--- config.mk ---
export PLATFORM = sky130hd
export DESIGN_NAME = postfix_boolean_evaluator_with_reasons_core
export DESIGN_NICKNAME = d
export VERILOG_FILES = /design/src/rtl/pfbe_pkg.sv /design/src/rtl/pfbe_ram.sv /design/src/rtl/postfix_boolean_evaluator_with_reasons_core.sv
export SDC_FILE = /design/constraint.sdc
export NUM_CORES = 2
export LEC_CHECK = 0
export BUFFER_PORTS_ARGS = -buffer_cell sky130_fd_sc_hd__buf_2
export CAP_MARGIN = 20
export CORE_MARGIN = 2
export CORE_UTILIZATION = 25
export DETAILED_ROUTE_END_ITERATION = 10
export GPL_ROUTABILITY_DRIVEN = 0
export PLACE_DENSITY_LB_ADDON = 0.15
export SLEW_MARGIN = 15
export SYNTH_ARGS = -nofsm -noshare
export SYNTH_HDL_FRONTEND = slang
export SYNTH_SLANG_ARGS = --single-unit
--- constraint.sdc ---
create_clock -name clk -period 3.8 [get_ports clk]
set_input_delay 0.76 -clock clk [delete_from_list [all_inputs] [get_ports clk]]
set_output_delay 0.76 -clock clk [all_outputs]
set_load 0.05 [all_outputs]
--- src/rtl/pfbe_pkg.sv ---
// ----------------------------------------------------------------------------
// pfbe_pkg: shared types and constants of the postfix boolean evaluator
// Sizes of the node store, action, status and node kind codes, the node
// record kept in memory, and the sequencer states.
// ----------------------------------------------------------------------------
package pfbe_pkg;

	// node store and work stack depth
	localparam int NODE_SLOTS = 32;
	// bits of a node index, and of a count that can reach NODE_SLOTS
	localparam int IDX_W = (NODE_SLOTS > 1) ? $clog2(NODE_SLOTS) : 1;
	localparam int CNT_W = $clog2(NODE_SLOTS + 1);
	// most items one explain may report
	localparam int OUT_LIMIT = 32;
	// fixed field widths
	localparam int POS_W = 7;
	localparam int REL_W = 16;

	typedef enum logic [1:0] {
		ACT_LEAF    = 2'd0,
		ACT_AND     = 2'd1,
		ACT_OR      = 2'd2,
		ACT_EXPLAIN = 2'd3
	} action_t;

	typedef enum logic [1:0] {
		ST_OK        = 2'd0,
		ST_UNDERFLOW = 2'd1,
		ST_FULL      = 2'd2,
		ST_EMPTY     = 2'd3
	} status_t;

	typedef enum logic [1:0] {
		KIND_LEAF = 2'd0,
		KIND_AND  = 2'd1,
		KIND_OR   = 2'd2
	} node_kind_t;

	// one stored node: r1 holds the relation id of a leaf or the first
	// deciding operand, r2 the second deciding operand
	typedef struct packed {
		node_kind_t       kind;
		logic             truth;
		logic [REL_W-1:0] r1;
		logic [IDX_W-1:0] r2;
		logic [1:0]       cnt;
	} node_t;

	localparam int NODE_W = $bits(node_t);

	typedef enum logic [3:0] {
		S_IDLE,
		S_ERR,
		S_LEAF,
		S_RD_NEW,
		S_RD_OLD,
		S_RD_TRUTH,
		S_COMB,
		S_EX_START,
		S_EX_QRD,
		S_EX_NRD,
		S_EX_CH0,
		S_EX_CH1,
		S_EX_EMIT
	} state_t;

endpackage

--- src/rtl/pfbe_ram.sv ---
// ----------------------------------------------------------------------------
// pfbe_ram: simple dual port memory
// One write port and one read port; read data is registered and holds
// while no read is issued. Contents are undefined until written.
// ----------------------------------------------------------------------------
module pfbe_ram #(
	parameter int WIDTH = 8,
	parameter int DEPTH = 32
) (
	input  logic                                      clk,
	input  logic                                      we,
	input  logic [((DEPTH > 1) ? $clog2(DEPTH) : 1)-1:0] waddr,
	input  logic [WIDTH-1:0]                          wdata,
	input  logic                                      re,
	input  logic [((DEPTH > 1) ? $clog2(DEPTH) : 1)-1:0] raddr,
	output logic [WIDTH-1:0]                          rdata
);

	logic [WIDTH-1:0] mem_q [DEPTH];

	always_ff @(posedge clk) begin
		if (we) begin
			mem_q[waddr] <= wdata;
		end
	end

	always_ff @(posedge clk) begin
		if (re) begin
			rdata <= mem_q[raddr];
		end
	end

endmodule

--- src/rtl/postfix_boolean_evaluator_with_reasons_core.sv ---
// ----------------------------------------------------------------------------
// postfix_boolean_evaluator_with_reasons_core: postfix boolean evaluator
// Builds a node store from a postfix stream of leaves, ANDs and ORs, keeps the
// deciding operands of every node and explains the newest node as a breadth
// first reason tree.
// Input channel (in_valid/in_ready): action, leaf_truth, relation_id. Output
// channel (out_valid/out_ready): result items, last set on the final one of
// each input. A leaf, AND or OR gives one item with the new node index; an
// explain gives one item per tree node, at most 32, breadth first; an error
// (underflow, full store, empty explain) gives one item and changes nothing.
// Steps, one read port per memory shared by every step:
//   leaf or error: an emit step, which for a leaf also writes the store
//   AND / OR: two stack reads, two node reads, write
//   explain: a setup step, then per node a queue read, a node read, two
//   child slots and an emit
// in_ready is high only while the sequencer is idle. A finished item may wait
// in the output register while the next is accepted; a stalled receiver holds
// the sequencer in its emit step. Reset empties node store and stack (counts
// go to zero) and drops a pending result; no clearing pass is needed.
// ----------------------------------------------------------------------------
module postfix_boolean_evaluator_with_reasons_core
	import pfbe_pkg::*;
(
	input  logic             clk,
	input  logic             arst_n,
	// input channel
	input  logic             in_valid,
	output logic             in_ready,
	input  logic [1:0]       action,
	input  logic             leaf_truth,
	input  logic [REL_W-1:0] relation_id,
	// output channel
	output logic             out_valid,
	input  logic             out_ready,
	output logic [1:0]       status,
	output logic [1:0]       node_kind,
	output logic             node_truth,
	output logic [POS_W-1:0] position,
	output logic [REL_W-1:0] reason_first,
	output logic [REL_W-1:0] reason_second,
	output logic [1:0]       reason_count,
	output logic             last
);

	// ------------------------------------------------------------------
	// state
	// ------------------------------------------------------------------
	state_t           state_q, state_d;
	logic [CNT_W-1:0] node_count_q, node_count_d;
	logic [CNT_W-1:0] depth_q, depth_d;
	logic [CNT_W-1:0] head_q, head_d;
	logic [CNT_W-1:0] tail_q, tail_d;

	// accepted item and scratch registers (payload, no reset)
	action_t          act_q;
	logic             leaf_truth_q;
	logic [REL_W-1:0] rel_q;
	status_t          err_q;
	logic [IDX_W-1:0] newer_q;
	logic [IDX_W-1:0] older_q;
	logic             tn_q;
	node_t            ent_q;
	logic [CNT_W-1:0] rs0_q, rs0_d;
	logic [CNT_W-1:0] rs1_q, rs1_d;

	// output register
	logic             out_valid_q;
	status_t          status_q;
	logic [1:0]       kind_q;
	logic             truth_q;
	logic [POS_W-1:0] pos_q;
	logic [REL_W-1:0] rf_q;
	logic [REL_W-1:0] rs_q;
	logic [1:0]       rcnt_q;
	logic             last_q;

	// ------------------------------------------------------------------
	// memories: node store, work stack, explain queue
	// ------------------------------------------------------------------
	logic             nd_we, nd_re;
	logic [IDX_W-1:0] nd_waddr, nd_raddr;
	node_t            nd_wdata, nd_rnode;
	logic [NODE_W-1:0] nd_rdata;

	logic             st_we, st_re;
	logic [IDX_W-1:0] st_waddr, st_raddr, st_wdata, st_rdata;

	logic             q_we, q_re;
	logic [IDX_W-1:0] q_waddr, q_raddr, q_wdata, q_rdata;

	pfbe_ram #(.WIDTH(NODE_W), .DEPTH(NODE_SLOTS)) u_node_ram (
		.clk   (clk),
		.we    (nd_we),
		.waddr (nd_waddr),
		.wdata (nd_wdata),
		.re    (nd_re),
		.raddr (nd_raddr),
		.rdata (nd_rdata)
	);

	pfbe_ram #(.WIDTH(IDX_W), .DEPTH(NODE_SLOTS)) u_stack_ram (
		.clk   (clk),
		.we    (st_we),
		.waddr (st_waddr),
		.wdata (st_wdata),
		.re    (st_re),
		.raddr (st_raddr),
		.rdata (st_rdata)
	);

	pfbe_ram #(.WIDTH(IDX_W), .DEPTH(NODE_SLOTS)) u_queue_ram (
		.clk   (clk),
		.we    (q_we),
		.waddr (q_waddr),
		.wdata (q_wdata),
		.re    (q_re),
		.raddr (q_raddr),
		.rdata (q_rdata)
	);

	assign nd_rnode = nd_rdata;

	// ------------------------------------------------------------------
	// helpers
	// ------------------------------------------------------------------
	logic             accept;
	logic             out_free;
	status_t          in_err;
	logic [CNT_W-1:0] dm1, dm2, cm1;
	logic [POS_W-1:0] head_pos;
	logic             ex_last;

	// combine unit
	logic             to_truth;
	logic             res;
	logic             sel_o, sel_n, swap;
	node_t            comb_node;
	node_t            leaf_node;

	// child slots of the node being explained
	logic             ch0_take, ch1_take;

	// output load
	logic             load_out;
	status_t          o_status;
	logic [1:0]       o_kind;
	logic             o_truth;
	logic [POS_W-1:0] o_pos;
	logic [REL_W-1:0] o_rf;
	logic [REL_W-1:0] o_rs;
	logic [1:0]       o_rcnt;
	logic             o_last;

	assign in_ready = (state_q == S_IDLE);
	assign accept   = in_valid && in_ready;
	assign out_free = !out_valid_q || out_ready;

	assign dm1      = depth_q - CNT_W'(1);
	assign dm2      = depth_q - CNT_W'(2);
	assign cm1      = node_count_q - CNT_W'(1);
	assign head_pos = POS_W'(head_q) + POS_W'(1);
	// final explain item: queue drained or item limit reached
	assign ex_last  = (head_pos == POS_W'(tail_q)) || (head_pos == POS_W'(OUT_LIMIT));

	// classify an incoming item; underflow wins over a full store
	always_comb begin
		in_err = ST_OK;
		if (action_t'(action) == ACT_EXPLAIN) begin
			if (node_count_q == '0) begin
				in_err = ST_EMPTY;
			end
		end else if (action_t'(action) != ACT_LEAF && depth_q < CNT_W'(2)) begin
			in_err = ST_UNDERFLOW;
		end else if (node_count_q == CNT_W'(NODE_SLOTS)) begin
			in_err = ST_FULL;
		end
	end

	// leaf record
	always_comb begin
		leaf_node       = '0;
		leaf_node.kind  = KIND_LEAF;
		leaf_node.truth = leaf_truth_q;
		leaf_node.r1    = rel_q;
		leaf_node.cnt   = 2'd1;
	end

	// AND / OR: the deciding operands are those whose truth equals the
	// result; a false OR lists the newer operand first
	always_comb begin
		to_truth = nd_rnode.truth;
		res      = (act_q == ACT_AND) ? (tn_q & to_truth) : (tn_q | to_truth);
		sel_o    = (to_truth == res);
		sel_n    = (tn_q == res);
		swap     = (act_q == ACT_OR) && !res;

		comb_node       = '0;
		comb_node.kind  = (act_q == ACT_AND) ? KIND_AND : KIND_OR;
		comb_node.truth = res;
		if (sel_o && sel_n) begin
			comb_node.r1  = swap ? REL_W'(newer_q) : REL_W'(older_q);
			comb_node.r2  = swap ? older_q : newer_q;
			comb_node.cnt = 2'd2;
		end else if (sel_o) begin
			comb_node.r1  = REL_W'(older_q);
			comb_node.cnt = 2'd1;
		end else begin
			comb_node.r1  = REL_W'(newer_q);
			comb_node.cnt = 2'd1;
		end
	end

	// queue a child only while the queue has room and the index is stored
	assign ch0_take = (nd_rnode.kind != KIND_LEAF) && (nd_rnode.cnt != 2'd0)
		&& (tail_q < CNT_W'(NODE_SLOTS)) && (nd_rnode.r1 < REL_W'(node_count_q));
	assign ch1_take = (ent_q.kind != KIND_LEAF) && (ent_q.cnt == 2'd2)
		&& (tail_q < CNT_W'(NODE_SLOTS)) && (REL_W'(ent_q.r2) < REL_W'(node_count_q));

	// ------------------------------------------------------------------
	// sequencer: next state, memory control, output load
	// ------------------------------------------------------------------
	always_comb begin
		state_d      = state_q;
		node_count_d = node_count_q;
		depth_d      = depth_q;
		head_d       = head_q;
		tail_d       = tail_q;
		rs0_d        = rs0_q;
		rs1_d        = rs1_q;

		nd_we    = 1'b0;
		nd_waddr = node_count_q[IDX_W-1:0];
		nd_wdata = leaf_node;
		nd_re    = 1'b0;
		nd_raddr = st_rdata;

		st_we    = 1'b0;
		st_waddr = depth_q[IDX_W-1:0];
		st_wdata = node_count_q[IDX_W-1:0];
		st_re    = 1'b0;
		st_raddr = dm1[IDX_W-1:0];

		q_we     = 1'b0;
		q_waddr  = tail_q[IDX_W-1:0];
		q_wdata  = nd_rnode.r1[IDX_W-1:0];
		q_re     = 1'b0;
		q_raddr  = head_q[IDX_W-1:0];

		load_out = 1'b0;
		o_status = ST_OK;
		o_kind   = KIND_LEAF;
		o_truth  = 1'b0;
		o_pos    = '0;
		o_rf     = '0;
		o_rs     = '0;
		o_rcnt   = '0;
		o_last   = 1'b1;

		case (state_q)
			S_IDLE: begin
				if (accept) begin
					if (in_err != ST_OK) begin
						state_d = S_ERR;
					end else begin
						case (action_t'(action))
							ACT_LEAF:    state_d = S_LEAF;
							ACT_AND:     state_d = S_RD_NEW;
							ACT_OR:      state_d = S_RD_NEW;
							ACT_EXPLAIN: state_d = S_EX_START;
							default:     state_d = S_IDLE;
						endcase
					end
				end
			end
			S_ERR: begin
				if (out_free) begin
					load_out = 1'b1;
					o_status = err_q;
					state_d  = S_IDLE;
				end
			end
			S_LEAF: begin
				if (out_free) begin
					nd_we        = 1'b1;
					st_we        = 1'b1;
					depth_d      = depth_q + CNT_W'(1);
					node_count_d = node_count_q + CNT_W'(1);
					load_out     = 1'b1;
					o_kind       = KIND_LEAF;
					o_truth      = leaf_truth_q;
					o_pos        = POS_W'(node_count_q);
					o_rf         = rel_q;
					o_rcnt       = 2'd1;
					state_d      = S_IDLE;
				end
			end
			S_RD_NEW: begin
				st_re    = 1'b1;
				st_raddr = dm1[IDX_W-1:0];
				state_d  = S_RD_OLD;
			end
			S_RD_OLD: begin
				// stack data is the newer index: fetch its node
				st_re    = 1'b1;
				st_raddr = dm2[IDX_W-1:0];
				nd_re    = 1'b1;
				nd_raddr = st_rdata;
				state_d  = S_RD_TRUTH;
			end
			S_RD_TRUTH: begin
				// stack data is the older index: fetch its node
				nd_re    = 1'b1;
				nd_raddr = st_rdata;
				state_d  = S_COMB;
			end
			S_COMB: begin
				if (out_free) begin
					nd_we        = 1'b1;
					nd_wdata     = comb_node;
					st_we        = 1'b1;
					st_waddr     = dm2[IDX_W-1:0];
					depth_d      = dm1;
					node_count_d = node_count_q + CNT_W'(1);
					load_out     = 1'b1;
					o_kind       = comb_node.kind;
					o_truth      = comb_node.truth;
					o_pos        = POS_W'(node_count_q);
					o_rf         = comb_node.r1;
					o_rs         = REL_W'(comb_node.r2);
					o_rcnt       = comb_node.cnt;
					state_d      = S_IDLE;
				end
			end
			S_EX_START: begin
				// seed the queue with the newest node
				q_we    = 1'b1;
				q_waddr = '0;
				q_wdata = cm1[IDX_W-1:0];
				head_d  = '0;
				tail_d  = CNT_W'(1);
				state_d = S_EX_QRD;
			end
			S_EX_QRD: begin
				q_re    = 1'b1;
				q_raddr = head_q[IDX_W-1:0];
				state_d = S_EX_NRD;
			end
			S_EX_NRD: begin
				nd_re    = 1'b1;
				nd_raddr = q_rdata;
				state_d  = S_EX_CH0;
			end
			S_EX_CH0: begin
				rs0_d = '0;
				if (ch0_take) begin
					q_we    = 1'b1;
					q_wdata = nd_rnode.r1[IDX_W-1:0];
					tail_d  = tail_q + CNT_W'(1);
					rs0_d   = tail_q + CNT_W'(1);
				end
				state_d = S_EX_CH1;
			end
			S_EX_CH1: begin
				rs1_d = '0;
				if (ch1_take) begin
					q_we    = 1'b1;
					q_wdata = ent_q.r2;
					tail_d  = tail_q + CNT_W'(1);
					rs1_d   = tail_q + CNT_W'(1);
				end
				state_d = S_EX_EMIT;
			end
			S_EX_EMIT: begin
				if (out_free) begin
					load_out = 1'b1;
					o_kind   = ent_q.kind;
					o_truth  = ent_q.truth;
					o_pos    = head_pos;
					o_last   = ex_last;
					if (ent_q.kind == KIND_LEAF) begin
						o_rf   = ent_q.r1;
						o_rcnt = 2'd1;
					end else begin
						o_rf   = REL_W'(rs0_q);
						o_rs   = REL_W'(rs1_q);
						o_rcnt = ent_q.cnt;
					end
					head_d  = head_q + CNT_W'(1);
					state_d = ex_last ? S_IDLE : S_EX_QRD;
				end
			end
			default: begin
				state_d = S_IDLE;
			end
		endcase
	end

	// ------------------------------------------------------------------
	// registers
	// ------------------------------------------------------------------
	always_ff @(posedge clk or negedge arst_n) begin
		if (!arst_n) begin
			state_q      <= S_IDLE;
			node_count_q <= '0;
			depth_q      <= '0;
			head_q       <= '0;
			tail_q       <= '0;
			out_valid_q  <= 1'b0;
		end else begin
			state_q      <= state_d;
			node_count_q <= node_count_d;
			depth_q      <= depth_d;
			head_q       <= head_d;
			tail_q       <= tail_d;
			if (load_out) begin
				out_valid_q <= 1'b1;
			end else if (out_ready) begin
				out_valid_q <= 1'b0;
			end
		end
	end

	// hold the accepted item and the operands gathered along the way
	always_ff @(posedge clk) begin
		if (accept) begin
			act_q        <= action_t'(action);
			leaf_truth_q <= leaf_truth;
			rel_q        <= relation_id;
			err_q        <= in_err;
		end
		if (state_q == S_RD_OLD) begin
			newer_q <= st_rdata;
		end
		if (state_q == S_RD_TRUTH) begin
			older_q <= st_rdata;
			tn_q    <= nd_rnode.truth;
		end
		if (state_q == S_EX_CH0) begin
			ent_q <= nd_rnode;
		end
		rs0_q <= rs0_d;
		rs1_q <= rs1_d;
		if (load_out) begin
			status_q <= o_status;
			kind_q   <= o_kind;
			truth_q  <= o_truth;
			pos_q    <= o_pos;
			rf_q     <= o_rf;
			rs_q     <= o_rs;
			rcnt_q   <= o_rcnt;
			last_q   <= o_last;
		end
	end

	assign out_valid     = out_valid_q;
	assign status        = status_q;
	assign node_kind     = kind_q;
	assign node_truth    = truth_q;
	assign position      = pos_q;
	assign reason_first  = rf_q;
	assign reason_second = rs_q;
	assign reason_count  = rcnt_q;
	assign last          = last_q;

	// ------------------------------------------------------------------
	// assertions
	// ------------------------------------------------------------------
	// every stacked index is a stored node
	a_depth_le_count: assert property (@(posedge clk) disable iff (!arst_n)
		depth_q <= node_count_q)
		else $error("work stack deeper than node store");

	// the node store only grows
	a_count_grows: assert property (@(posedge clk) disable iff (!arst_n)
		1'b1 |=> node_count_q >= $past(node_count_q))
		else $error("node count went down");

	// the explain walk never reads past the queue tail
	a_head_lt_tail: assert property (@(posedge clk) disable iff (!arst_n)
		(state_q == S_EX_QRD) |-> (head_q < tail_q))
		else $error("explain queue read past tail");

	// the explain queue never outgrows its memory
	a_tail_bound: assert property (@(posedge clk) disable iff (!arst_n)
		tail_q <= CNT_W'(NODE_SLOTS))
		else $error("explain queue overflow");

	// an error item is always the only item of its input
	a_err_last: assert property (@(posedge clk) disable iff (!arst_n)
		(out_valid_q && status_q != ST_OK) |-> last_q)
		else $error("error item without last");

endmodule

==> qor.csv <==
stage,metric,value,unit
cts,clock sink count,1324,
power,Logic pwr share,32.2,%
cts,H-tree levels,4,
layout,share of cells above drive strength 1,16.6,%
floorplan,die width,463,um
detailed_routing,DRT iter0 DRCs,2743,
global_route,vias in the first global route,31200,
layout,Layout Nets,3854,
floorplan,Initial Utilization,25.2,%
yosys,instance count of the mapped netlist,3538,
power,Reg power frac,38.4,%
setup_path,critical path class,flop to flop,
floorplan,Die Ht,463,um
yosys,sequential area share after synthesis,75.2,%
place,placed instance area,0.0587,sq mm
run_status,status,"complete, no violations",
sta,fin crit period,3.55,ns
detailed_routing,Antenna Nets Post-Route,0,
global_route,Tot GR Track Use,15.9,%
detailed_routing,Pre-antenna DRT Iters,7,
cts,Clock transition at path regs,0.06,ns
sta,Final Hold Viols,0,
floorplan,row count,168,
place,Port Buf Inserts,61,
layout,final core occ,30.3,%
yosys,area share of the leading cell type in the synthesized netlist,73.8,%
floorplan,# IOs,72,
floorplan,core area,0.210,sq mm
cts,CTS Buf Count,152,
sta,setup TNS,0,ns
yosys,"EDFF count, synth",1295,
power,internal power,31.2,mW
sta,Worst Tran Pin Value,0.879,ns
detailed_routing,routed vias/inst,4.65,
setup_path,RR Startpoint,state_q[2],
global_route,grt ovf,0,
detailed_routing,wire per inst,25.8,um
sta,max-slew violations,0,
sta,Rel. slew slack,41.4,%
detailed_routing,number of remaining DRC errors,0,
power,Psw,17.3,mW
power,Lkg Pwr,20.8,nW
cts,Max clock buf depth,3,
yosys,top area cells in the synthesized netlist,"edfxtp_1 74%, nand2_1 5.0%, mux2i_1 3.2%",
sta,endpoints failing setup,0,
yosys,ys async rst share,2.19,%
cts,insertion delay to the later sink of the worst-skew pair,0.78,ns
sta,Final Skew,0.0237,ns
layout,most frequent cells in the layout,"1295 x edfxtp_1, 699 x nand2_1, 244 x nand3_1",
place,Worst Setup Slack post-DPL,0.291,ns
cts,Post-CTS Setup Inserts,0,
sta,Max Clk Rate,0.282,GHz
power,clock share of power,29.4,%
global_route,largest net degree at the start of global routing,70,
yosys,"area leader, netlist",edfxtp_1,
worst_hold_path,Hold Path Class,primary input to async pin,
power,Max VDD drop,0.430,mV
layout,fill count,21000,
yosys,Seq cells post-synth,1324,
job,MaxCap Viol Count,0,
detailed_routing,final WL,174,mm
setup_path,cells on worst reg2reg path,11,
cts,CTS tree,built,
detailed_routing,vias,31300,
setup_path,Crit. End Element,flop,
sta,WHS,0.0820,ns
place,placed instance count,6459,
floorplan,DIE AREA,0.215,sq mm
yosys,top_reg_cell synth,edfxtp_1,
place,Final HPWL DP,103,mm
layout,P&R area growth vs syn,20.5,%
yosys,Mapped Area,0.0527,sq mm
setup_path,required time worst endpoint,4.43,ns
yosys,"Avg Cell Area, Syn",14.9,sq um
setup_path,worst endpoint data arrival time,4.19,ns
setup_path,Worst R2R Setup Slack,0.25,ns
power,pwr/cell area,764,mW/mm^2
layout,Non-Filler Instances,6730,
yosys,YS warnings,0,
layout,"most common cell after layout, fill and taps aside",edfxtp_1,
cts,Root Driver,clkbuf_16,
sta,period utilization,93.5,%
layout,fin area,0.0635,sq mm
power,sw frac,35.7,%
global_route,initial antenna violation count,5,
sta,unrepaired setup endpoints after global routing,no,
sta,setup ws final,0.249,ns
setup_path,Startpoint Class,flop,
setup_path,CP max FO,43,
power,total power,48.5,mW
global_route,global-route wire length before repair,245,mm
yosys,synth unique cells,66,
setup_path,worst r2r dst,u_node_ram.rdata[12],
## power groups by stage
stage / Sequential (mW) / Clock [mW] / Combinational, mW
2_1_floorplan: 19.2 / 0 / 8.77
3_3_place_gp: 19.0 / 0 / 15.9
3_5_place_dp: 18.9 / 0 / 15.9
4_1_cts: 18.6 / 14.7 / 15.9
5_1_grt: 18.7 / 15.2 / 16.9
6_report: 18.6 / 14.3 / 15.6
## cells in the mapped netlist, drive strengths merged, types with 7 or more instances
library cell,count
a211oi,41
a21o,12
a21oi,57
a22o,12
a31oi,111
a32oi,104
and2,15
buf,82
clkbuf,130
dfrtp,29
edfxtp,1295
ha,23
inv,21
mux2,7
mux2i,167
mux4,50
nand2,700
nand2b,11
nand3,244
nand3b,7
nor2,158
nor2b,48
nor3,17
nor4,35
o21ai,34
o22ai,29
o31ai,7
xnor2,24
xor2,12
## critical path: stages, from the launching register on
cell      delay, ns
dfrtp_1        0.38
nand2b_1       0.21
nor2_2         0.48
mux2i_4        0.34
buf_12         0.21
buf_12         0.30
buf_4          0.33
nand2_1        0.09
a32oi_1        0.22
a31oi_1        0.12
nor4_1         0.46
buf_4          0.21
## what timing repair did
| item | in CTS | in global routing |
|---|---|---|
| endpoints found under the setup margin | 0 | 4 |
| endpoints found under the hold margin | 0 | 0 |
| gates resized for setup | 0 | 1 |
| hold buffers | 0 | 0 |
## worst max path at each step
stage	slack (ns)	cells past startpoint	startpoint	to
6_report	0.25	11	state_q[2]	u_node_ram.rdata[12]
5_1_grt	0.07	11	state_q[2]	u_node_ram.rdata[12]
4_1_cts	0.25	11	state_q[2]	u_node_ram.rdata[12]
3_5_place_dp	0.29	11	state_q[2]	u_node_ram.rdata[12]
3_3_place_gp	0.33	8	u_node_ram.rdata[17]	u_queue_ram.mem_q[30][4]
2_1_floorplan	0.13	9	node_count_q[4]	u_queue_ram.mem_q[21][0]
## sequential cells by signal (all words and copies together) (netlist names), 7 cells and up
name               count
rel_q                 16
u_queue_ram.mem_q    160
u_node_ram.rdata      26
ent_q                 26
position               7
reason_first          16
u_stack_ram.mem_q    160
u_node_ram.mem_q     832
## kinds of logic after synthesis
family,count (synthesis),synth area share [%]
buffers and inverters,234,2.04
and+or+nand+nor,1261,10.4
AOI/OAI and AO/OA,435,5.77
other,1,0.00711
DFF,1324,75.2
xor gates and xnor gates,36,0.598
muxes,224,5.48
adders and majority gates,23,0.546
## per-layer routing
metal / share of wire, % / up-vias / track usage [%]
met5: 0 / - / 0
li1: - / 14000 / -
met3: 4.4 / 192 / 2.31
met1: 47 / 16300 / 22.9
met2: 47 / 736 / 25.3
met4: 1.6 / 0 / 3.37
## layout make-up
cell class                      instances  area [sq um]  area share [%]
Clock inverter                         77           703            1.11
Antenna cell                            1          2.50         0.00394
Clock buffer                          193          4090            6.45
Multi-Input combinational cell       1989         12500            19.7
Timing Repair Buffer                  319          3000            4.72
Tap cell                             2805          3510            5.53
Inverter                               22          82.6           0.130
Sequential cell                      1324         39600            62.4
(Power assumes the default switching activity.)
